## config.mk

```make
export PLATFORM = sky130hd
export DESIGN_NAME = sync_frame_deframer_crc16_unit
export DESIGN_NICKNAME = d
export VERILOG_FILES = /design/src/sfd_pkg.sv /design/src/sfd_front.sv /design/src/sfd_queue.sv /design/src/sfd_back.sv /design/src/sync_frame_deframer_crc16_unit.sv
export SDC_FILE = /design/constraint.sdc
export NUM_CORES = 1
export LEC_CHECK = 0
export BUFFER_PORTS_ARGS = -buffer_cell sky130_fd_sc_hd__buf_2
export CAP_MARGIN = 25
export CORE_UTILIZATION = 25
export CTS_BUF_LIST = sky130_fd_sc_hd__clkbuf_4 sky130_fd_sc_hd__clkbuf_8 sky130_fd_sc_hd__clkbuf_16
export DETAILED_ROUTE_END_ITERATION = 7
export PLACE_DENSITY = 0.47
export SETUP_SLACK_MARGIN = 0.4
export SKIP_LAST_GASP = 1
export SLEW_MARGIN = 20
export SYNTH_ARGS = -nofsm -noshare
export SYNTH_HDL_FRONTEND = slang
export SYNTH_SLANG_ARGS = --single-unit
```

## constraint.sdc

```tcl
create_clock -name clock -period 3.25 [get_ports clock]
set_input_delay 0.325 -clock clock [delete_from_list [all_inputs] [get_ports clock]]
set_output_delay 0.325 -clock clock [all_outputs]
set_load 0.005 [all_outputs]
```

## src/sfd_pkg.sv

```systemverilog
`timescale 1ns / 1ps

package sfd_pkg;

   localparam logic [7:0]  SYNC_BYTE = 8'h55;
   localparam logic [15:0] CRC_INIT  = 16'h1D0F;
   localparam logic [15:0] CRC_POLY  = 16'h1021;

   // frames whose offset runs past this are cut off
   localparam logic [10:0] MAX_FRAME = 11'd256;

   localparam int QUEUE_DEPTH   = 2;
   localparam int QUEUE_PTR_W   = $clog2(QUEUE_DEPTH);
   localparam int QUEUE_COUNT_W = $clog2(QUEUE_DEPTH + 1);

   typedef enum logic [2:0] {
      KIND_PLAIN,
      KIND_CRC_DATA,
      KIND_CRC_HIGH,
      KIND_CRC_CHECK,
      KIND_ABORT
   } item_kind_type;

   typedef enum logic [1:0] {
      STATUS_IN_FRAME,
      STATUS_CRC_GOOD,
      STATUS_CRC_ERROR,
      STATUS_ABORTED
   } frame_status_type;

   typedef struct packed {
      logic [7:0]    frame_byte;
      logic [8:0]    byte_offset;
      logic [7:0]    payload_length;
      item_kind_type kind;
   } queue_entry_type;

   // one byte through crc-16/ccitt, msb first
   function automatic logic [15:0] crc16_update(input logic [15:0] crc,
                                                input logic [7:0]  data);
      logic [15:0] c;
      c = crc ^ {data, 8'h00};
      for (int k = 0; k < 8; k++) begin
         c = c[15] ? ((c << 1) ^ CRC_POLY) : (c << 1);
      end
      return c;
   endfunction

endpackage

```

## src/sfd_front.sv

```systemverilog
`timescale 1ns / 1ps

module sfd_front (
   input  logic                     clock,
   input  logic                     reset,
   input  logic                     req_valid,
   output logic                     req_ready,
   input  logic [7:0]               req_rx_byte,
   output logic                     push_valid,
   input  logic                     push_ready,
   output sfd_pkg::queue_entry_type push_entry
);

   logic       in_frame_ff, in_frame_in;
   logic       prev_sync_ff, prev_sync_in;
   logic [8:0] offset_ff, offset_in;
   logic [7:0] length_ff, length_in;

   logic       accept;
   logic       is_sync;
   logic [8:0] next_offset;
   logic [8:0] crc_high_offset;
   logic [8:0] crc_low_offset;
   logic       is_data;
   logic       is_high;
   logic       is_check;
   logic       is_abort;
   logic [7:0] length_out;

   assign req_ready = push_ready;
   assign accept    = req_valid && req_ready;
   assign is_sync   = (req_rx_byte == sfd_pkg::SYNC_BYTE);

   assign next_offset     = offset_ff + 9'd1;
   assign crc_high_offset = {1'b0, length_ff} + 9'd5;
   assign crc_low_offset  = {1'b0, length_ff} + 9'd6;

   assign is_data  = (next_offset <= 9'd4) || (next_offset < crc_high_offset);
   assign is_high  = !is_data && (next_offset == crc_high_offset);
   assign is_check = !is_data && (next_offset == crc_low_offset);
   assign is_abort = !is_check && ({2'b00, next_offset} > sfd_pkg::MAX_FRAME);

   always_comb begin
      if (next_offset == 9'd4) begin
         length_out = req_rx_byte;
      end else if (next_offset > 9'd4) begin
         length_out = length_ff;
      end else begin
         length_out = 8'd0;
      end
   end

   always_comb begin
      push_entry.frame_byte     = req_rx_byte;
      push_entry.byte_offset    = next_offset;
      push_entry.payload_length = length_out;
      if (is_check) begin
         push_entry.kind = sfd_pkg::KIND_CRC_CHECK;
      end else if (is_abort) begin
         push_entry.kind = sfd_pkg::KIND_ABORT;
      end else if (is_high) begin
         push_entry.kind = sfd_pkg::KIND_CRC_HIGH;
      end else if (is_data) begin
         push_entry.kind = sfd_pkg::KIND_CRC_DATA;
      end else begin
         push_entry.kind = sfd_pkg::KIND_PLAIN;
      end
   end

   assign push_valid = accept && in_frame_ff;

   always_comb begin
      in_frame_in  = in_frame_ff;
      prev_sync_in = prev_sync_ff;
      offset_in    = offset_ff;
      length_in    = length_ff;
      if (accept) begin
         if (!in_frame_ff) begin
            if (is_sync && prev_sync_ff) begin
               in_frame_in  = 1'b1;
               prev_sync_in = 1'b0;
               offset_in    = 9'd1;
               length_in    = 8'd0;
            end else begin
               prev_sync_in = is_sync;
            end
         end else begin
            offset_in = next_offset;
            if (next_offset == 9'd4) begin
               length_in = req_rx_byte;
            end
            if (is_check || is_abort) begin
               in_frame_in  = 1'b0;
               prev_sync_in = 1'b0;
            end
         end
      end
   end

   always_ff @(posedge clock) begin
      if (reset) begin
         in_frame_ff  <= 1'b0;
         prev_sync_ff <= 1'b0;
         offset_ff    <= 9'd0;
         length_ff    <= 8'd0;
      end else begin
         in_frame_ff  <= in_frame_in;
         prev_sync_ff <= prev_sync_in;
         offset_ff    <= offset_in;
         length_ff    <= length_in;
      end
   end

   // sync pair tracking only runs while hunting
   assert property (@(posedge clock) disable iff (reset)
      !(in_frame_ff && prev_sync_ff))
      else $error("sync flag set while inside a frame");

   // a frame never runs past its crc bytes without ending
   assert property (@(posedge clock) disable iff (reset)
      in_frame_ff |-> (offset_ff < crc_low_offset))
      else $error("frame offset past crc without end");

endmodule

```

## src/sfd_queue.sv

```systemverilog
`timescale 1ns / 1ps

module sfd_queue (
   input  logic                     clock,
   input  logic                     reset,
   input  logic                     push_valid,
   output logic                     push_ready,
   input  sfd_pkg::queue_entry_type push_entry,
   output logic                     pop_valid,
   input  logic                     pop_ready,
   output sfd_pkg::queue_entry_type pop_entry
);

   localparam int PtrW   = sfd_pkg::QUEUE_PTR_W;
   localparam int CountW = sfd_pkg::QUEUE_COUNT_W;

   sfd_pkg::queue_entry_type entries_ff [sfd_pkg::QUEUE_DEPTH];

   logic [PtrW-1:0]   wr_ptr_ff, wr_ptr_in;
   logic [PtrW-1:0]   rd_ptr_ff, rd_ptr_in;
   logic [CountW-1:0] count_ff, count_in;
   logic              do_push;
   logic              do_pop;

   assign push_ready = (count_ff < CountW'(sfd_pkg::QUEUE_DEPTH));
   assign pop_valid  = (count_ff != '0);
   assign pop_entry  = entries_ff[rd_ptr_ff];
   assign do_push    = push_valid && push_ready;
   assign do_pop     = pop_valid && pop_ready;

   always_comb begin
      wr_ptr_in = wr_ptr_ff;
      rd_ptr_in = rd_ptr_ff;
      count_in  = count_ff;
      if (do_push) begin
         wr_ptr_in = (wr_ptr_ff == PtrW'(sfd_pkg::QUEUE_DEPTH - 1)) ? '0 : wr_ptr_ff + 1'b1;
      end
      if (do_pop) begin
         rd_ptr_in = (rd_ptr_ff == PtrW'(sfd_pkg::QUEUE_DEPTH - 1)) ? '0 : rd_ptr_ff + 1'b1;
      end
      if (do_push && !do_pop) begin
         count_in = count_ff + 1'b1;
      end else if (do_pop && !do_push) begin
         count_in = count_ff - 1'b1;
      end
   end

   always_ff @(posedge clock) begin
      if (reset) begin
         wr_ptr_ff <= '0;
         rd_ptr_ff <= '0;
         count_ff  <= '0;
      end else begin
         wr_ptr_ff <= wr_ptr_in;
         rd_ptr_ff <= rd_ptr_in;
         count_ff  <= count_in;
      end
   end

   always_ff @(posedge clock) begin
      if (do_push) begin
         entries_ff[wr_ptr_ff] <= push_entry;
      end
   end

   assert property (@(posedge clock) disable iff (reset)
      count_ff <= CountW'(sfd_pkg::QUEUE_DEPTH))
      else $error("queue count beyond depth");

   // the front only pushes on a transfer it was allowed to take
   assert property (@(posedge clock) disable iff (reset)
      push_valid |-> push_ready)
      else $error("push into full queue");

endmodule

```

## src/sfd_back.sv

```systemverilog
`timescale 1ns / 1ps

module sfd_back (
   input  logic                     clock,
   input  logic                     reset,
   input  logic                     pop_valid,
   output logic                     pop_ready,
   input  sfd_pkg::queue_entry_type pop_entry,
   output logic                     rsp_valid,
   input  logic                     rsp_ready,
   output logic [7:0]               rsp_frame_byte,
   output logic [8:0]               rsp_byte_offset,
   output logic [7:0]               rsp_payload_length,
   output logic                     rsp_frame_end,
   output logic [1:0]               rsp_frame_status
);

   logic [15:0] crc_ff, crc_in;
   logic [7:0]  crc_high_ff, crc_high_in;
   logic        rsp_valid_ff, rsp_valid_in;
   logic [7:0]  rsp_frame_byte_ff;
   logic [8:0]  rsp_byte_offset_ff;
   logic [7:0]  rsp_payload_length_ff;
   logic        rsp_frame_end_ff, rsp_frame_end_in;
   sfd_pkg::frame_status_type rsp_frame_status_ff, rsp_frame_status_in;

   logic do_pop;

   assign pop_ready = !rsp_valid_ff || rsp_ready;
   assign do_pop    = pop_valid && pop_ready;

   always_comb begin
      crc_in              = crc_ff;
      crc_high_in         = crc_high_ff;
      rsp_frame_end_in    = 1'b0;
      rsp_frame_status_in = sfd_pkg::STATUS_IN_FRAME;
      case (pop_entry.kind)
         sfd_pkg::KIND_CRC_DATA: begin
            crc_in = sfd_pkg::crc16_update(crc_ff, pop_entry.frame_byte);
         end
         sfd_pkg::KIND_CRC_HIGH: begin
            crc_high_in = pop_entry.frame_byte;
         end
         sfd_pkg::KIND_CRC_CHECK: begin
            rsp_frame_end_in    = 1'b1;
            rsp_frame_status_in = ({crc_high_ff, pop_entry.frame_byte} == crc_ff) ?
                                  sfd_pkg::STATUS_CRC_GOOD : sfd_pkg::STATUS_CRC_ERROR;
            crc_in              = sfd_pkg::CRC_INIT;
         end
         sfd_pkg::KIND_ABORT: begin
            rsp_frame_end_in    = 1'b1;
            rsp_frame_status_in = sfd_pkg::STATUS_ABORTED;
            crc_in              = sfd_pkg::CRC_INIT;
         end
         default: begin
         end
      endcase
   end

   always_comb begin
      rsp_valid_in = rsp_valid_ff;
      if (do_pop) begin
         rsp_valid_in = 1'b1;
      end else if (rsp_ready) begin
         rsp_valid_in = 1'b0;
      end
   end

   always_ff @(posedge clock) begin
      if (reset) begin
         rsp_valid_ff <= 1'b0;
         crc_ff       <= sfd_pkg::CRC_INIT;
         crc_high_ff  <= 8'd0;
      end else begin
         rsp_valid_ff <= rsp_valid_in;
         if (do_pop) begin
            crc_ff      <= crc_in;
            crc_high_ff <= crc_high_in;
         end
      end
   end

   always_ff @(posedge clock) begin
      if (do_pop) begin
         rsp_frame_byte_ff     <= pop_entry.frame_byte;
         rsp_byte_offset_ff    <= pop_entry.byte_offset;
         rsp_payload_length_ff <= pop_entry.payload_length;
         rsp_frame_end_ff      <= rsp_frame_end_in;
         rsp_frame_status_ff   <= rsp_frame_status_in;
      end
   end

   assign rsp_valid          = rsp_valid_ff;
   assign rsp_frame_byte     = rsp_frame_byte_ff;
   assign rsp_byte_offset    = rsp_byte_offset_ff;
   assign rsp_payload_length = rsp_payload_length_ff;
   assign rsp_frame_end      = rsp_frame_end_ff;
   assign rsp_frame_status   = rsp_frame_status_ff;

   // end flag and status always agree
   assert property (@(posedge clock) disable iff (reset)
      rsp_valid_ff |-> (rsp_frame_end_ff == (rsp_frame_status_ff != sfd_pkg::STATUS_IN_FRAME)))
      else $error("frame end and status disagree");

   // each new frame starts from the crc seed
   assert property (@(posedge clock) disable iff (reset)
      (do_pop && rsp_frame_end_in) |=> (crc_ff == sfd_pkg::CRC_INIT))
      else $error("crc not reseeded after frame end");

endmodule

```

## src/sync_frame_deframer_crc16_unit.sv

```systemverilog
`timescale 1ns / 1ps

// Deframer for a sync-word serial stream with a crc-16/ccitt check.
// Input channel req_*: one received byte per transfer (req_rx_byte).
// Hunts for two 0x55 bytes in a row; those produce no result. From then on
// every frame byte comes out on rsp_* with its offset (2 upward), the declared
// payload length (from offset 4 on) and, on the last byte, rsp_frame_end with
// the status: crc good, crc error, or aborted when the offset passes the
// frame limit. The crc covers type, length and payload, seed 0x1D0F.
// A byte passes the classifier, a two-entry queue and the byte-wide crc stage
// with its output register, in that order. Throughput: one byte per cycle
// while rsp_ready stays high.
// Reset (synchronous, active high) returns to hunting, empties the queue and
// drops rsp_valid. When rsp_ready is low the result holds in its output
// register, the queue fills, and req_ready falls once both entries are used.
module sync_frame_deframer_crc16_unit (
   input  logic       clock,
   input  logic       reset,
   input  logic       req_valid,
   output logic       req_ready,
   input  logic [7:0] req_rx_byte,
   output logic       rsp_valid,
   input  logic       rsp_ready,
   output logic [7:0] rsp_frame_byte,
   output logic [8:0] rsp_byte_offset,
   output logic [7:0] rsp_payload_length,
   output logic       rsp_frame_end,
   output logic [1:0] rsp_frame_status
);

   logic                     push_valid;
   logic                     push_ready;
   sfd_pkg::queue_entry_type push_entry;
   logic                     pop_valid;
   logic                     pop_ready;
   sfd_pkg::queue_entry_type pop_entry;

   sfd_front u_front (
      .clock       (clock),
      .reset       (reset),
      .req_valid   (req_valid),
      .req_ready   (req_ready),
      .req_rx_byte (req_rx_byte),
      .push_valid  (push_valid),
      .push_ready  (push_ready),
      .push_entry  (push_entry)
   );

   sfd_queue u_queue (
      .clock      (clock),
      .reset      (reset),
      .push_valid (push_valid),
      .push_ready (push_ready),
      .push_entry (push_entry),
      .pop_valid  (pop_valid),
      .pop_ready  (pop_ready),
      .pop_entry  (pop_entry)
   );

   sfd_back u_back (
      .clock              (clock),
      .reset              (reset),
      .pop_valid          (pop_valid),
      .pop_ready          (pop_ready),
      .pop_entry          (pop_entry),
      .rsp_valid          (rsp_valid),
      .rsp_ready          (rsp_ready),
      .rsp_frame_byte     (rsp_frame_byte),
      .rsp_byte_offset    (rsp_byte_offset),
      .rsp_payload_length (rsp_payload_length),
      .rsp_frame_end      (rsp_frame_end),
      .rsp_frame_status   (rsp_frame_status)
   );

endmodule

```

==> flow_metrics.tcl <==
set metrics [dict create \
    status "finished, final reports clean" \
    die_x_um 159 \
    synth_area_mm2 0.00613 \
    reg2reg_depth 11 \
    finish.instance_area_mm2 0.00744 \
    rsz0062_at_grt "no" \
    hold_class "in2reg" \
    maxCapViolCount 0 \
    ys.flop_type "edfxtp_1" \
    min_period_over_period_pct 83.7 \
    tns_ns 0 \
    yosys_warnings 0 \
    crit_type "reg2reg" \
    cts.sinks 133 \
    die_h_um 159 \
    nets 598 \
    cp_max_fo 5 \
    drtIter0Drc 234 \
    synth-async-reset-ratio_pct 0 \
    dpl-instance-area_mm2 0.00682 \
    yosys.area.top_type "edfxtp_1" \
    hold_viol_final 0 \
    dr_total_vias 4097 \
    worstSkewPairLatency_ns 0.42 \
    setup_violations 0 \
    worstPathRequired_ns 3.58 \
    synth_most_common_cell "edfxtp_1" \
    grt.met2_usage_pct 20.8 \
    clock_skew_ns 0.00717 \
    diodes 0 \
    num-fill-cells 2376 \
    synth_nets 537 \
    synth-seq-area-share_pct 57.1 \
    grt_max_degree 28 \
    hpwl_um 10200 \
    ys_seq_elements 133 \
    fin_util_pct 31.3 \
    die_area_mm2 0.0252 \
    synth.top_cells.by_area "edfxtp_1 (41%), dfxtp_1 (16%), xnor2_1 (7.1%)" \
    numPortBuffers 41 \
    synth-edff-count 84 \
    drive_gt1_share_pct 25.8 \
    clk_pin_slew_ns 0.06 \
    grt_util_met1_pct 14.3 \
    synth_common_cells "edfxtp_1 (84), xnor2_1 (50), dfxtp_1 (49)" \
    fmax_mhz 368 \
    grt_antenna_before_repair 0 \
    antenna_left 0 \
    numCtsBuffers 17 \
    drc 0 \
    worstMarginPinSlew_ns 0.738 \
    p_leak_nw 2.60 \
    slew_viol_final 0 \
    initial_core_util_pct 25.8 \
    arrival_ns 3.05 \
    fin_crit_ns 2.72 \
    peakVddDrop_uv 367 \
    synth_cell_type_count 60 \
    ioPinCount 42 \
    clock_path_buffers 2 \
    gp_congestion 0.824 \
    ctsHoldBuffers 0 \
    first_pass_iters 4 \
    synth.top_cell.area_share_pct 41.1 \
    top_usage_layer "met2" \
    start_kind "register" \
    power_density_mw_per_mm2 671 \
    fp-row-count 56 \
    hold-path-cell-count 1 \
    ctsHtreeMaxLevel 4 \
    core-area_mm2 0.0238 \
    grt_overflow 0 \
    grt_usage_pct 12.1 \
    avgViaCountPerCell 4.53 \
    wl_per_cell_um 15.8 \
    cts-root-buf "clkbuf_16" \
    detail_route.wirelength_um 14300 \
    power.total_mw 4.99 \
    setup.worst_path.end_class "register" \
    slew_headroom_pct 50.8 \
    syn-instance-count 511 \
    grt_pass1_wl_um 22500 \
    hold_ws_ns 0.164 \
    syn_to_final_growth_pct 21.4 \
    tritoncts "yes" \
    use_met3_pct 2.91 \
    first_global_vias 4071 \
    avgSynthCellArea_um2 12.0 \
]
-- power breakdown --
| group | internal, mW | switching, mW |
|---|---|---|
| registers | 2.07 | 0.128 |
| logic | 0.477 | 0.551 |
| clock network | 1.05 | 0.716 |
-- worst max-delay path, cell delays in order, from the launching register on --
cell and delay [ns]:
dfxtp_4 0.38, ha_4 0.16, nand3_2 0.11, o21a_1 0.23
or2_4 0.29, ha_4 0.25, a211o_1 0.30, o21ai_1 0.14
a21oi_1 0.07, o21a_1 0.20, a21o_1 0.21, a311oi_2 0.27
-- cell families after synthesis --
logic type               synth area share, %
multiplexers                            4.59
AO/OA/AOI/OAI                           11.4
AND/OR/NAND/NOR                         11.4
buffers and inverters                   2.96
adder cells (fa/ha/maj)                 2.86
XOR/XNOR                                9.65
flip-flops                              57.1
-- repair_timing --
action | CTS | global route
buffers inserted | 2 | 0
pin swaps | 1 | 1
endpoints found under the setup margin | 8 | 8
gates resized for setup | 7 | 11
-- path summary, 6_finish.rpt --
check / end / startpoint / slack (ns)
setup / recovery: u_front.prev_sync_ff$_SDFFE_PP0P_ / u_front.offset_ff[1]$_SDFFE_PP0P_ / 0.53
hold / removal: u_queue.entries_ff[1][23]$_DFFE_PP_ / req_rx_byte[3] / 0.16
setup reg to reg: u_front.prev_sync_ff$_SDFFE_PP0P_ / u_front.offset_ff[1]$_SDFFE_PP0P_ / 0.53
hold reg to reg: register / u_queue.rd_ptr_ff$_SDFFE_PP0P_ / 0.51
-- state kept, by name, summed over array words and instances (netlist names), named ones only --
| register | flops |
|---|---|
| u_queue.wr_ptr_ff | 1 |
| u_front.in_frame_ff | 1 |
| u_queue.rd_ptr_ff | 1 |
| u_queue.entries_ff | 56 |
| u_back.crc_high_ff | 8 |
| u_front.length_ff | 8 |
| u_back.rsp_payload_length | 8 |
| u_back.rsp_frame_byte | 8 |
| u_back.rsp_frame_status | 2 |
| u_front.prev_sync_ff | 1 |
| u_back.crc_ff | 16 |
| u_back.rsp_valid | 1 |
| u_queue.count_ff | 2 |
| u_front.offset_ff | 9 |
| u_back.rsp_frame_end | 1 |
| u_back.rsp_byte_offset | 9 |
-- routing by layer --
layer,vias up,share of wire [%]
met5,-,0
met4,0,2.2
met3,23,2.9
met2,65,50
met1,2027,45
li1,1982,-
-- placed cells by master (no fill, tap or decap), types with 4 or more instances in the layout --
cell type and n:
buf_2 41, xnor2_1 49, a211oi_1 10, mux2_2 17, nand2_1 17, or2_2 9, o21ai_1 4, dfxtp_1 42
buf_4 25, xor2_1 15, ha_1 12, edfxtp_1 84, a22oi_1 13, clkinv_1 4, mux2i_1 9, a22o_1 16
dfxtp_2 5, inv_1 19, nand3_1 4, a21oi_1 22, clkbuf_16 17, nor3_1 5, o21ai_0 12, o21a_1 5
nand3b_1 5, clkinvlp_4 4, nand4_1 6, nor2_1 47, nor2b_1 5
-- layout make-up --
type | count | area [um^2] | area share (%)
Clock buffer | 18 | 433 | 5.82
Clock inverter | 14 | 113 | 1.51
Inverter | 20 | 75.1 | 1.01
Multi-Input combinational cell | 334 | 2510 | 33.7
Sequential cell | 133 | 3520 | 47.3
Tap cell | 319 | 399 | 5.36
Timing Repair Buffer | 66 | 393 | 5.28
-- stage by stage --
step | std cells | setup WS, ns
2_1_floorplan | 511 | 0.457
3_3_place_gp | 870 | 0.317
3_5_place_dp | 870 | 0.172
4_1_cts | 904 | 0.401
5_1_grt | 904 | 0.416
6_report | 904 | 0.529
(Power assumes the default switching activity.)
